`src/sv/i2c_blm_pkg.sv`:
```
// Package for the two-wire bus master: opcodes, sequencer phases, queue entry type
// and sequence lengths. No dependencies; front, queue, back, top level and testbench import it.
package i2c_blm_pkg;

    // Command opcodes as carried on the tick channel
    typedef enum logic [2:0] {
        OP_START = 3'd0,
        OP_WRITE = 3'd1,
        OP_READ  = 3'd2,
        OP_ACK   = 3'd3,
        OP_STOP  = 3'd4
    } blm_op_t;

    // Sequencer phases
    typedef enum logic [2:0] {
        PH_IDLE  = 3'd0,
        PH_START = 3'd1,
        PH_WRITE = 3'd2,
        PH_READ  = 3'd3,
        PH_ACK   = 3'd4,
        PH_STOP  = 3'd5
    } blm_phase_t;

    localparam int TICK_W      = 5;
    localparam int BYTE_W      = 8;
    localparam int QUEUE_DEPTH = 4;

    // Last tick of each sequence
    localparam logic [TICK_W-1:0] LEN_START = 5'd2;
    localparam logic [TICK_W-1:0] LEN_BYTE  = 5'd16;
    localparam logic [TICK_W-1:0] LEN_ACK   = 5'd3;
    localparam logic [TICK_W-1:0] LEN_STOP  = 5'd3;

    // Classified tick as it sits in the queue
    typedef struct packed {
        logic              cmd_valid;
        logic              op_known;
        blm_phase_t        phase;
        logic [BYTE_W-1:0] tx_byte;
        logic              sda_in;
    } blm_entry_t;

    // Number of the finishing tick for a phase
    function automatic logic [TICK_W-1:0] seq_len(input blm_phase_t ph);
        logic [TICK_W-1:0] len;
        case (ph)
            PH_START: len = LEN_START;
            PH_WRITE: len = LEN_BYTE;
            PH_READ:  len = LEN_BYTE;
            PH_ACK:   len = LEN_ACK;
            PH_STOP:  len = LEN_STOP;
            default:  len = '0;
        endcase
        return len;
    endfunction

endpackage

```
`src/sv/i2c_blm_in_if.sv`:
```
// Tick channel: valid/ready handshake with command and sampled data line.
// Depends on nothing.
interface i2c_blm_in_if;
    logic       valid;
    logic       ready;
    logic       cmd_valid;
    logic [2:0] op;
    logic [7:0] tx_byte;
    logic       sda_in;

    modport source (output valid, output cmd_valid, output op, output tx_byte,
                    output sda_in, input ready);
    modport sink   (input valid, input cmd_valid, input op, input tx_byte,
                    input sda_in, output ready);
endinterface

```
`src/sv/i2c_blm_out_if.sv`:
```
// Result channel: valid/ready handshake with line drive and status per tick.
// Depends on nothing.
interface i2c_blm_out_if;
    logic       valid;
    logic       ready;
    logic       scl_level;
    logic       sda_enable;
    logic       sda_level;
    logic       busy_res;
    logic       done_res;
    logic [7:0] rx_byte;
    logic       ack_bit;
    logic       cmd_dropped;

    modport source (output valid, output scl_level, output sda_enable,
                    output sda_level, output busy_res, output done_res,
                    output rx_byte, output ack_bit, output cmd_dropped,
                    input ready);
    modport sink   (input valid, input scl_level, input sda_enable,
                    input sda_level, input busy_res, input done_res,
                    input rx_byte, input ack_bit, input cmd_dropped,
                    output ready);
endinterface

```
`src/sv/i2c_blm_front.sv`:
```
// Front end: accepts ticks and decodes the opcode into a sequencer phase.
// Depends on i2c_blm_pkg and i2c_blm_in_if.
module i2c_blm_front
    import i2c_blm_pkg::*;
(
    i2c_blm_in_if.sink  tick,
    output logic        push_valid,
    input  logic        push_ready,
    output blm_entry_t  push_entry
);

    // Map opcode to phase; unknown opcodes are marked so the back end ignores them
    always_comb
    begin
        push_entry.cmd_valid = tick.cmd_valid;
        push_entry.tx_byte   = tick.tx_byte;
        push_entry.sda_in    = tick.sda_in;
        push_entry.op_known  = 1'b1;
        case (tick.op)
            OP_START: push_entry.phase = PH_START;
            OP_WRITE: push_entry.phase = PH_WRITE;
            OP_READ:  push_entry.phase = PH_READ;
            OP_ACK:   push_entry.phase = PH_ACK;
            OP_STOP:  push_entry.phase = PH_STOP;
            default:
            begin
                push_entry.phase    = PH_IDLE;
                push_entry.op_known = 1'b0;
            end
        endcase
    end

    // Pass the handshake through to the queue
    assign push_valid = tick.valid;
    assign tick.ready = push_ready;

endmodule

```
`src/sv/i2c_blm_queue.sv`:
```
// Short FIFO of classified ticks between front and back end.
// Depends on i2c_blm_pkg.
module i2c_blm_queue
    import i2c_blm_pkg::*;
#(
    parameter int DEPTH = QUEUE_DEPTH
)
(
    input  logic       clk,
    input  logic       rst_n,
    input  logic       push_valid,
    output logic       push_ready,
    input  blm_entry_t push_entry,
    output logic       pop_valid,
    input  logic       pop_ready,
    output blm_entry_t pop_entry
);

    localparam int PTR_W = (DEPTH > 1) ? $clog2(DEPTH) : 1;
    localparam int CNT_W = $clog2(DEPTH + 1);
    localparam logic [PTR_W-1:0] PTR_LAST = PTR_W'(DEPTH - 1);
    localparam logic [CNT_W-1:0] CNT_FULL = CNT_W'(DEPTH);

    blm_entry_t        slot_reg [DEPTH];
    logic [PTR_W-1:0]  wr_ptr_reg, wr_ptr_next;
    logic [PTR_W-1:0]  rd_ptr_reg, rd_ptr_next;
    logic [CNT_W-1:0]  count_reg, count_next;
    logic              push, pop;

    assign push_ready = (count_reg != CNT_FULL);
    assign pop_valid  = (count_reg != '0);
    assign push       = push_valid && push_ready;
    assign pop        = pop_ready && pop_valid;
    assign pop_entry  = slot_reg[rd_ptr_reg];

    // Advance pointers with wrap and track fill level
    always_comb
    begin
        wr_ptr_next = wr_ptr_reg;
        rd_ptr_next = rd_ptr_reg;
        if (push)
        begin
            wr_ptr_next = (wr_ptr_reg == PTR_LAST) ? '0 : wr_ptr_reg + PTR_W'(1);
        end
        if (pop)
        begin
            rd_ptr_next = (rd_ptr_reg == PTR_LAST) ? '0 : rd_ptr_reg + PTR_W'(1);
        end
        count_next = count_reg + CNT_W'(push) - CNT_W'(pop);
    end

    always_ff @(posedge clk or negedge rst_n)
    begin
        if (!rst_n)
        begin
            wr_ptr_reg <= '0;
            rd_ptr_reg <= '0;
            count_reg  <= '0;
        end
        else
        begin
            wr_ptr_reg <= wr_ptr_next;
            rd_ptr_reg <= rd_ptr_next;
            count_reg  <= count_next;
        end
    end

    // Store the entry
    always_ff @(posedge clk)
    begin
        if (push)
        begin
            slot_reg[wr_ptr_reg] <= push_entry;
        end
    end

endmodule

```
`src/sv/i2c_blm_back.sv`:
```
// Back end: bus sequencer that runs one tick per queue entry, plus result register.
// Depends on i2c_blm_pkg and i2c_blm_out_if.
module i2c_blm_back
    import i2c_blm_pkg::*;
(
    input  logic          clk,
    input  logic          rst_n,
    input  logic          pop_valid,
    output logic          pop_ready,
    input  blm_entry_t    pop_entry,
    i2c_blm_out_if.source result
);

    blm_phase_t         phase_reg, phase_next;
    logic [TICK_W-1:0]  tick_reg, tick_next;
    logic [BYTE_W-1:0]  shift_reg, shift_next;
    logic               scl_reg, scl_next;
    logic               sda_out_reg, sda_out_next;
    logic               sda_oe_reg, sda_oe_next;
    logic [BYTE_W-1:0]  rx_reg, rx_next;
    logic               ack_reg, ack_next;
    logic               res_valid_reg;
    logic               done_reg, done_next;
    logic               dropped_reg, dropped_next;

    logic               step;
    blm_phase_t         step_ph;
    logic [TICK_W-1:0]  step_t;
    logic [BYTE_W-1:0]  sh;
    logic               sda;

    // Take the next tick when the result register is free or being drained
    assign pop_ready = !res_valid_reg || result.ready;
    assign sda       = pop_entry.sda_in;

    // Next state and line drive for one tick
    always_comb
    begin
        phase_next   = phase_reg;
        tick_next    = tick_reg;
        shift_next   = shift_reg;
        scl_next     = scl_reg;
        sda_out_next = sda_out_reg;
        sda_oe_next  = sda_oe_reg;
        rx_next      = rx_reg;
        ack_next     = ack_reg;
        done_next    = 1'b0;
        dropped_next = 1'b0;
        step         = 1'b0;
        step_ph      = phase_reg;
        step_t       = tick_reg + TICK_W'(1);
        sh           = shift_reg;

        if (phase_reg != PH_IDLE)
        begin
            dropped_next = pop_entry.cmd_valid;
            step         = 1'b1;
        end
        else if (pop_entry.cmd_valid && pop_entry.op_known)
        begin
            step    = 1'b1;
            step_ph = pop_entry.phase;
            step_t  = '0;
            if (pop_entry.phase == PH_WRITE)
            begin
                sh = pop_entry.tx_byte;
            end
        end

        // Line actions of the current sequence at tick step_t
        if (step)
        begin
            shift_next = sh;
            case (step_ph)
                PH_START:
                begin
                    if (step_t == 5'd0)
                    begin
                        sda_oe_next  = 1'b1;
                        sda_out_next = 1'b1;
                        scl_next     = 1'b1;
                    end
                    else if (step_t == 5'd1)
                    begin
                        sda_out_next = 1'b0;
                    end
                    else if (step_t == 5'd2)
                    begin
                        scl_next = 1'b0;
                    end
                end
                PH_WRITE:
                begin
                    if (step_t == 5'd0)
                    begin
                        sda_oe_next  = 1'b1;
                        sda_out_next = sh[BYTE_W-1];
                        shift_next   = {sh[BYTE_W-2:0], 1'b0};
                    end
                    else if (step_t[0])
                    begin
                        scl_next = 1'b1;
                    end
                    else
                    begin
                        scl_next = 1'b0;
                        if (step_t < LEN_BYTE)
                        begin
                            sda_out_next = sh[BYTE_W-1];
                            shift_next   = {sh[BYTE_W-2:0], 1'b0};
                        end
                    end
                end
                PH_READ:
                begin
                    if (step_t == 5'd0)
                    begin
                        sda_oe_next = 1'b0;
                        shift_next  = '0;
                    end
                    else if (step_t[0])
                    begin
                        scl_next = 1'b1;
                    end
                    else
                    begin
                        shift_next = {sh[BYTE_W-2:0], sda};
                        scl_next   = 1'b0;
                        if (step_t == LEN_BYTE)
                        begin
                            rx_next = {sh[BYTE_W-2:0], sda};
                        end
                    end
                end
                PH_ACK:
                begin
                    if (step_t == 5'd0)
                    begin
                        sda_oe_next = 1'b0;
                    end
                    else if (step_t == 5'd1)
                    begin
                        scl_next = 1'b1;
                    end
                    else if (step_t == 5'd2)
                    begin
                        ack_next = sda;
                        if (sda)
                        begin
                            sda_oe_next = 1'b1;
                        end
                        scl_next = 1'b0;
                    end
                end
                PH_STOP:
                begin
                    if (step_t == 5'd0)
                    begin
                        sda_oe_next  = 1'b1;
                        sda_out_next = 1'b0;
                    end
                    else if (step_t == 5'd1)
                    begin
                        scl_next = 1'b1;
                    end
                    else if (step_t == 5'd2)
                    begin
                        sda_out_next = 1'b1;
                    end
                end
                default:
                begin
                end
            endcase

            // Advance the tick counter and finish on the last tick
            phase_next = step_ph;
            tick_next  = step_t;
            if (phase_reg != PH_IDLE && step_t >= seq_len(phase_reg))
            begin
                done_next  = 1'b1;
                phase_next = PH_IDLE;
                tick_next  = '0;
            end
        end
    end

    // Sequencer state and result register
    always_ff @(posedge clk or negedge rst_n)
    begin
        if (!rst_n)
        begin
            phase_reg     <= PH_IDLE;
            tick_reg      <= '0;
            shift_reg     <= '0;
            scl_reg       <= 1'b1;
            sda_out_reg   <= 1'b1;
            sda_oe_reg    <= 1'b1;
            rx_reg        <= '0;
            ack_reg       <= 1'b0;
            res_valid_reg <= 1'b0;
            done_reg      <= 1'b0;
            dropped_reg   <= 1'b0;
        end
        else
        begin
            if (pop_ready)
            begin
                res_valid_reg <= pop_valid;
            end
            if (pop_ready && pop_valid)
            begin
                phase_reg   <= phase_next;
                tick_reg    <= tick_next;
                shift_reg   <= shift_next;
                scl_reg     <= scl_next;
                sda_out_reg <= sda_out_next;
                sda_oe_reg  <= sda_oe_next;
                rx_reg      <= rx_next;
                ack_reg     <= ack_next;
                done_reg    <= done_next;
                dropped_reg <= dropped_next;
            end
        end
    end

    // Present the item from the registered state
    assign result.valid       = res_valid_reg;
    assign result.scl_level   = scl_reg;
    assign result.sda_enable  = sda_oe_reg;
    assign result.sda_level   = sda_out_reg;
    assign result.busy_res    = (phase_reg != PH_IDLE);
    assign result.done_res    = done_reg;
    assign result.rx_byte     = rx_reg;
    assign result.ack_bit     = ack_reg;
    assign result.cmd_dropped = dropped_reg;

endmodule

```
`src/sv/i2c_bit_level_master_top.sv`:
```
// Two-wire bus master driven by half-bit ticks. Each tick item yields exactly one
// result item with the clock/data drive and status after that tick. The block
// sustains one tick per clock cycle while the result side is ready: the front end
// decodes the opcode into a short queue, and the back-end sequencer applies one tick
// per cycle to its state and result register. An accepted tick passes the queue
// and the result register; the queue (QUEUE_DEPTH entries) absorbs result stalls.
// Depends on i2c_blm_pkg, the channel interfaces, front, queue and back modules.
module i2c_bit_level_master_top
    import i2c_blm_pkg::*;
#(
    parameter int QUEUE_DEPTH_P = QUEUE_DEPTH
)
(
    input  logic          clk,
    input  logic          rst_n,
    i2c_blm_in_if.sink    tick,
    i2c_blm_out_if.source result
);

    logic       push_valid, push_ready;
    logic       pop_valid, pop_ready;
    blm_entry_t push_entry, pop_entry;

    // Decode ticks
    i2c_blm_front u_front (
        .tick       (tick),
        .push_valid (push_valid),
        .push_ready (push_ready),
        .push_entry (push_entry)
    );

    // Buffer decoded ticks
    i2c_blm_queue #(
        .DEPTH (QUEUE_DEPTH_P)
    ) u_queue (
        .clk        (clk),
        .rst_n      (rst_n),
        .push_valid (push_valid),
        .push_ready (push_ready),
        .push_entry (push_entry),
        .pop_valid  (pop_valid),
        .pop_ready  (pop_ready),
        .pop_entry  (pop_entry)
    );

    // Run the bus sequencer
    i2c_blm_back u_back (
        .clk       (clk),
        .rst_n     (rst_n),
        .pop_valid (pop_valid),
        .pop_ready (pop_ready),
        .pop_entry (pop_entry),
        .result    (result)
    );

endmodule

```
`src/flat_wrapper.sv`:
```
// flat-port wrapper written by rule: the top's interface ports become plain ports
module i2c_bit_level_master_top_flat import i2c_blm_pkg::*;
#(
    parameter int QUEUE_DEPTH_P = QUEUE_DEPTH
)
  (clk, rst_n, tick_valid, tick_cmd_valid, tick_op, tick_tx_byte, tick_sda_in, tick_ready, result_valid, result_scl_level, result_sda_enable, result_sda_level, result_busy_res, result_done_res, result_rx_byte, result_ack_bit, result_cmd_dropped, result_ready);
  i2c_blm_in_if tick_i ();
  i2c_blm_out_if result_i ();
  input  logic clk;
  input  logic rst_n;
  input wire logic [$bits(tick_i.valid)-1:0] tick_valid;
  input wire logic [$bits(tick_i.cmd_valid)-1:0] tick_cmd_valid;
  input wire logic [$bits(tick_i.op)-1:0] tick_op;
  input wire logic [$bits(tick_i.tx_byte)-1:0] tick_tx_byte;
  input wire logic [$bits(tick_i.sda_in)-1:0] tick_sda_in;
  output wire logic [$bits(tick_i.ready)-1:0] tick_ready;
  output wire logic [$bits(result_i.valid)-1:0] result_valid;
  output wire logic [$bits(result_i.scl_level)-1:0] result_scl_level;
  output wire logic [$bits(result_i.sda_enable)-1:0] result_sda_enable;
  output wire logic [$bits(result_i.sda_level)-1:0] result_sda_level;
  output wire logic [$bits(result_i.busy_res)-1:0] result_busy_res;
  output wire logic [$bits(result_i.done_res)-1:0] result_done_res;
  output wire logic [$bits(result_i.rx_byte)-1:0] result_rx_byte;
  output wire logic [$bits(result_i.ack_bit)-1:0] result_ack_bit;
  output wire logic [$bits(result_i.cmd_dropped)-1:0] result_cmd_dropped;
  input wire logic [$bits(result_i.ready)-1:0] result_ready;
  assign tick_i.valid = tick_valid;
  assign tick_i.cmd_valid = tick_cmd_valid;
  assign tick_i.op = tick_op;
  assign tick_i.tx_byte = tick_tx_byte;
  assign tick_i.sda_in = tick_sda_in;
  assign tick_ready = tick_i.ready;
  assign result_valid = result_i.valid;
  assign result_scl_level = result_i.scl_level;
  assign result_sda_enable = result_i.sda_enable;
  assign result_sda_level = result_i.sda_level;
  assign result_busy_res = result_i.busy_res;
  assign result_done_res = result_i.done_res;
  assign result_rx_byte = result_i.rx_byte;
  assign result_ack_bit = result_i.ack_bit;
  assign result_cmd_dropped = result_i.cmd_dropped;
  assign result_i.ready = result_ready;
  i2c_bit_level_master_top #(.QUEUE_DEPTH_P(QUEUE_DEPTH_P)) u_core (.clk(clk), .rst_n(rst_n), .tick(tick_i), .result(result_i));
endmodule
```
`config.mk`:
```
export PLATFORM = sky130hd
export DESIGN_NAME = i2c_bit_level_master_top_flat
export DESIGN_NICKNAME = d
export VERILOG_FILES = /design/src/sv/i2c_blm_pkg.sv /design/src/sv/i2c_blm_in_if.sv /design/src/sv/i2c_blm_out_if.sv /design/src/sv/i2c_blm_front.sv /design/src/sv/i2c_blm_queue.sv /design/src/sv/i2c_blm_back.sv /design/src/sv/i2c_bit_level_master_top.sv /design/src/flat_wrapper.sv
export SDC_FILE = /design/constraint.sdc
export NUM_CORES = 1
export LEC_CHECK = 0
export ABC_AREA = 1
export BUFFER_PORTS_ARGS = -buffer_cell sky130_fd_sc_hd__buf_4
export CORE_UTILIZATION = 30
export DETAILED_ROUTE_END_ITERATION = 10
export GPL_TIMING_DRIVEN = 0
export PLACE_DENSITY = 0.52
export SLEW_MARGIN = 15
export SYNTH_ARGS = -nofsm -noshare
export SYNTH_HDL_FRONTEND = slang
export SYNTH_SLANG_ARGS = --single-unit
```
`constraint.sdc`:
```
create_clock -name clk -period 3.88 [get_ports clk]
set_clock_uncertainty 0.15 [all_clocks]
set_input_delay 0.776 -clock clk [delete_from_list [all_inputs] [get_ports clk]]
set_output_delay 0.776 -clock clk [all_outputs]
set_load 0.05 [all_outputs]
```
==> report_table.html <==
<table>
<tr><th>Metric</th><th>Value</th></tr>
<tr><th colspan="2">Route</th></tr>
<tr><td>Remaining number of nets flagged by the antenna check after routing</td><td>0</td></tr>
<tr><td>Routed length per instance</td><td>13.2 um</td></tr>
<tr><td>Router iterations before antenna repair</td><td>4</td></tr>
<tr><td>Total Wirelength</td><td>10,600 um</td></tr>
<tr><td>First DRT Iteration DRCs</td><td>213</td></tr>
<tr><td>Number of vias in the routed layout</td><td>3,581</td></tr>
<tr><td>Via density per instance</td><td>4.44</td></tr>
<tr><td>Number of DRC violations after detailed routing</td><td>0</td></tr>
<tr><th colspan="2">STA</th></tr>
<tr><td>Unrepaired setup endpoints after global routing</td><td>no</td></tr>
<tr><td>Achievable frequency</td><td>383 MHz</td></tr>
<tr><td>Slew Limit Fails</td><td>0</td></tr>
<tr><td>Post-route clock period utilization</td><td>67.2%</td></tr>
<tr><td>Worst-case setup margin in the final layout</td><td>1.27 ns</td></tr>
<tr><td>Setup violations, final</td><td>0</td></tr>
<tr><td>Summed negative setup slack over all endpoints</td><td>0 ns</td></tr>
<tr><td>Min Clock Period, post-route</td><td>2.61 ns</td></tr>
<tr><td>Slew at the pin with the worst max-slew slack</td><td>0.880 ns</td></tr>
<tr><td>Hold Fails Final Rpt</td><td>0</td></tr>
<tr><td>Slew margin rel.</td><td>41.3%</td></tr>
<tr><th colspan="2">Setup path</th></tr>
<tr><td>Worst setup SP type</td><td>flop</td></tr>
<tr><td>Startpoint-to-endpoint class of the critical path</td><td>flop to flop</td></tr>
<tr><td>Start point of the critical path</td><td>u_core.u_back.phase_reg[1]</td></tr>
<tr><td>Data arrival time of the worst path</td><td>2.73 ns</td></tr>
<tr><td>Buffers plus inverters on the worst setup path</td><td>1</td></tr>
<tr><td>Biggest fanout along the worst timing path</td><td>8</td></tr>
<tr><td>Crit path required time</td><td>4.00 ns</td></tr>
<tr><td>Critical Path Sink Type</td><td>flop</td></tr>
<tr><td>Crit-path slowest cell</td><td>sky130_fd_sc_hd__dfrtp_1</td></tr>
<tr><td>Crit Reg-Reg Startpoint</td><td>u_core.u_back.phase_reg[1]</td></tr>
<tr><td>Cell family with the largest share of critical-path delay</td><td>simple AND/OR/NAND/NOR gates</td></tr>
<tr><td>CP Cell Sequence</td><td>nor2_1, nand2_2, inv_2, nand3_4, nand2_1, ha_1, nor2_1, nand3_1, nand3_1, nand2_1, nor2_1, nand2_1, o21ai_1</td></tr>
<tr><td>Largest stage delay on the critical path</td><td>0.45 ns</td></tr>
<tr><th colspan="2">Yosys</th></tr>
<tr><td>Multiplexer area fraction after synthesis</td><td>0%</td></tr>
<tr><td>Simple logic cell fraction of the synthesized area</td><td>26.2%</td></tr>
<tr><td>Synth Area in Adders</td><td>3.74%</td></tr>
<tr><td>Post-synthesis instance total</td><td>540</td></tr>
<tr><td>Cell area after synthesis</td><td>4890 um^2</td></tr>
<tr><td>Dominant combinational cell family by area after synthesis</td><td>simple AND/OR/NAND/NOR gates</td></tr>
<tr><td>Share of the synthesized area in the top cell type</td><td>34.4%</td></tr>
<tr><td>Xor and xnor fraction of the mapped netlist area</td><td>0.717%</td></tr>
<tr><td>Synthesis-stage register bit count</td><td>94</td></tr>
<tr><td>Avg Inst Size Synth</td><td>9.05 um^2</td></tr>
<tr><td>Biggest area consumer among synthesized cells</td><td>sky130_fd_sc_hd__edfxtp_1</td></tr>
<tr><td>Syn nets</td><td>571</td></tr>
<tr><td>Share of synthesized flip-flops with an asynchronous set or reset</td><td>40.4%</td></tr>
<tr><td>Share of synthesized area occupied by flip-flops and latches</td><td>53.9%</td></tr>
<tr><td>Count of cell types in the netlist</td><td>40</td></tr>
<tr><td>Share of the synthesized area in compound gates (AO/OA/AOI/OAI)</td><td>8.81%</td></tr>
<tr><td>Most frequently used flop master after synthesis</td><td>sky130_fd_sc_hd__edfxtp_1</td></tr>
<tr><td>EDFF count, synth</td><td>56</td></tr>
<tr><td>Largest cells by area after synthesis</td><td>sky130_fd_sc_hd__edfxtp_1, sky130_fd_sc_hd__dfrtp_1, sky130_fd_sc_hd__nand2_1, sky130_fd_sc_hd__inv_1, sky130_fd_sc_hd__nor2_1</td></tr>
<tr><td>Yosys warning total</td><td>0</td></tr>
<tr><th colspan="2">Power and ir drop</th></tr>
<tr><td>Worst VDD drop</td><td>0.255 mV</td></tr>
<tr><td>Leakage power figure</td><td>0.00260 uW</td></tr>
<tr><td>Cell Pwr Density</td><td>790 nW/um^2</td></tr>
<tr><th colspan="2">Global routing</th></tr>
<tr><td>Total global-route track usage</td><td>13.9%</td></tr>
<tr><td>Congestion Overflow GR</td><td>0</td></tr>
<tr><td>Initial antenna violation count</td><td>0</td></tr>
<tr><td>First-pass GRT wire length</td><td>17,800 um</td></tr>
<tr><td>Vias in the first global route</td><td>3,515</td></tr>
<tr><td>Pin count of the biggest net entering global routing</td><td>39</td></tr>
<tr><th colspan="2">Place</th></tr>
<tr><td>Pre-CTS setup slack</td><td>0.952 ns</td></tr>
<tr><td>Placed Cells</td><td>791</td></tr>
<tr><td>Placer's final routability congestion estimate</td><td>0.858</td></tr>
<tr><td>HPWL after detailed placement</td><td>7660 um</td></tr>
<tr><td>Total of buffers placed on input and output ports</td><td>33</td></tr>
<tr><td>Placed cell area</td><td>5450 um^2</td></tr>
<tr><th colspan="2">Clocking</th></tr>
<tr><td>Cell at the root of the clock tree</td><td>sky130_fd_sc_hd__clkbuf_16</td></tr>
<tr><td>Setup fix buffers added after clock tree synthesis</td><td>0</td></tr>
<tr><td>Number of buffers inserted by hold repair at cts</td><td>0</td></tr>
<tr><td>Clk buf depth</td><td>2</td></tr>
<tr><td>Num CTS Buffers</td><td>9</td></tr>
<tr><td>Reg clk slew, reported paths</td><td>0.07 ns</td></tr>
<tr><td>CTS tree</td><td>yes</td></tr>
<tr><td>Clock latency on the worst-skew pair</td><td>0.35 ns</td></tr>
<tr><td>Number of clock sinks</td><td>94</td></tr>
<tr><td>H-tree Lvls</td><td>3</td></tr>
<tr><td>Number of cells upsized or downsized after cts</td><td>0</td></tr>
<tr><th colspan="2">Cells and area</th></tr>
<tr><td>Leading cell type in the layout, fill and taps excluded</td><td>sky130_fd_sc_hd__nand2_1</td></tr>
<tr><td>Layout Cells excl Fill</td><td>807</td></tr>
<tr><td>Proportion of layout cells with a drive suffix above 1</td><td>19.1%</td></tr>
<tr><td>Synth-to-Final Area Change</td><td>17.8%</td></tr>
<tr><td>Ant. Diodes</td><td>0</td></tr>
<tr><td>Count of nets after finishing</td><td>617</td></tr>
<tr><td>Finished layout cell area</td><td>5760 um^2</td></tr>
<tr><td>Commonest non-fill, non-tap cells in the layout</td><td>sky130_fd_sc_hd__nand2_1, sky130_fd_sc_hd__inv_1, sky130_fd_sc_hd__edfxtp_1, sky130_fd_sc_hd__nor2_1</td></tr>
<tr><td>Flip-flop count of the largest register, all copies and words added</td><td>56</td></tr>
<tr><td>Final core utilization</td><td>36.2%</td></tr>
<tr><th colspan="2">Die</th></tr>
<tr><td>Die Outline Area</td><td>16,800 um^2</td></tr>
<tr><td>Standard-cell row count</td><td>46</td></tr>
<tr><td>Width of the chip</td><td>130 um</td></tr>
<tr><td>Core area</td><td>15,900 um^2</td></tr>
<tr><td>Initial cell density of the core</td><td>30.8%</td></tr>
<tr><td>Top-level I/O count</td><td>34</td></tr>
<tr><td>Vert. Die Dim</td><td>130 um</td></tr>
<tr><th colspan="2">Min path</th></tr>
<tr><td>Path class of the lowest-slack min-delay path</td><td>input pin to asynchronous set/reset pin</td></tr>
<tr><th colspan="2">Run</th></tr>
<tr><td>Maximum Capacitance Violations</td><td>0</td></tr>
<tr><th colspan="2">Status</th></tr>
<tr><td>Result of the run</td><td>finished, final reports clean</td></tr>
</table>
-- per-stage QoR --
stage / hold WS, ns / total power, uW
6_report: 0.238 / 4550
5_1_grt: 0.277 / 4920
2_1_floorplan: 0.299 / 3060
3_3_place_gp: 0.299 / 3590
3_5_place_dp: 0.308 / 3670
4_1_cts: 0.255 / 4610
-- worst reg2reg max path: stages, from the launching register on --
cell and delay, ns:
sky130_fd_sc_hd__dfrtp_1 0.45, sky130_fd_sc_hd__nor2_1 0.19, sky130_fd_sc_hd__nand2_2 0.13, sky130_fd_sc_hd__inv_2 0.16, sky130_fd_sc_hd__nand3_4 0.15, sky130_fd_sc_hd__nand2_1 0.25, sky130_fd_sc_hd__ha_1 0.28, sky130_fd_sc_hd__nor2_1 0.13
sky130_fd_sc_hd__nand3_1 0.09, sky130_fd_sc_hd__nand3_1 0.09, sky130_fd_sc_hd__nand2_1 0.06, sky130_fd_sc_hd__nor2_1 0.23, sky130_fd_sc_hd__nand2_1 0.09, sky130_fd_sc_hd__o21ai_1 0.08
-- power by group --
part / internal (uW) / leakage [uW] / total [uW] / switching (uW)
clock network: 515 / 0.000151 / 917 / 401
registers: 1300 / 0.00101 / 1410 / 110
logic: 666 / 0.00144 / 2220 / 1550
total: 2490 / 0.00260 / 4550 / 2060
-- kinds of logic (layout without fill, tap and decap cells) --
| group | after synthesis | after routing |
|---|---|---|
| AO/OA/AOI/OAI | 65 | 65 |
| flip-flops | 94 | 94 |
| buffers and inverters | 78 | 129 |
| adder cells (fa/ha/maj) | 14 | 14 |
| AND/OR/NAND/NOR | 285 | 285 |
| XOR/XNOR | 4 | 4 |
-- per-layer routing --
metal	track usage, %	vias up	wire [um]
li1	-	1850	-
met1	18.3	1664	5180
met2	22.9	55	4900
met3	3.01	12	405
met4	4.45	0	145
met5	0	-	0
-- cell usage after synthesis (2+ instances only) --
cell type and number:
sky130_fd_sc_hd__a21oi_1 26, sky130_fd_sc_hd__a22oi_1 7, sky130_fd_sc_hd__a32o_1 2, sky130_fd_sc_hd__buf_2 5, sky130_fd_sc_hd__buf_4 2, sky130_fd_sc_hd__buf_6 2, sky130_fd_sc_hd__clkbuf_1 2, sky130_fd_sc_hd__dfrtp_1 35
sky130_fd_sc_hd__dfstp_2 3, sky130_fd_sc_hd__edfxtp_1 56, sky130_fd_sc_hd__ha_1 13, sky130_fd_sc_hd__inv_1 56, sky130_fd_sc_hd__inv_2 9, sky130_fd_sc_hd__nand2_1 176, sky130_fd_sc_hd__nand2_2 4, sky130_fd_sc_hd__nand2_4 5
sky130_fd_sc_hd__nand3_1 31, sky130_fd_sc_hd__nand3_2 4, sky130_fd_sc_hd__nand3_4 2, sky130_fd_sc_hd__nand4_1 3, sky130_fd_sc_hd__nor2_1 51, sky130_fd_sc_hd__nor2_2 2, sky130_fd_sc_hd__nor2_4 4, sky130_fd_sc_hd__o21ai_0 10
sky130_fd_sc_hd__o21ai_1 4, sky130_fd_sc_hd__o21ai_2 10, sky130_fd_sc_hd__xnor2_1 3
-- worst paths after layout --
path / slack, ns / end / cells past startpoint
max in group asynchronous: 2.97 / u_core.u_back.result.sda_level / 1
worst min register to register: 0.31 / u_core.u_back.result.sda_level / 2
min in group clk: 0.31 / u_core.u_back.result.sda_level / 2
worst max register to register: 1.27 / u_core.u_back.tick_reg[3] / 13
worst min-delay path: 0.24 / u_core.u_back.result.ack_bit / 1
worst max-delay path: 1.27 / u_core.u_back.tick_reg[3] / 13
-- layout make-up --
cell class | instances | area, um^2
clock inverter | 7 | 86.3
timing repair buffer | 35 | 278
tap | 216 | 270
sequential | 94 | 2640
fill | 1622 | 10100
multi-input combinational | 368 | 1940
buffer | 12 | 73.8
clock buffer | 9 | 225
inverter | 66 | 249
(Power assumes the default switching activity.)
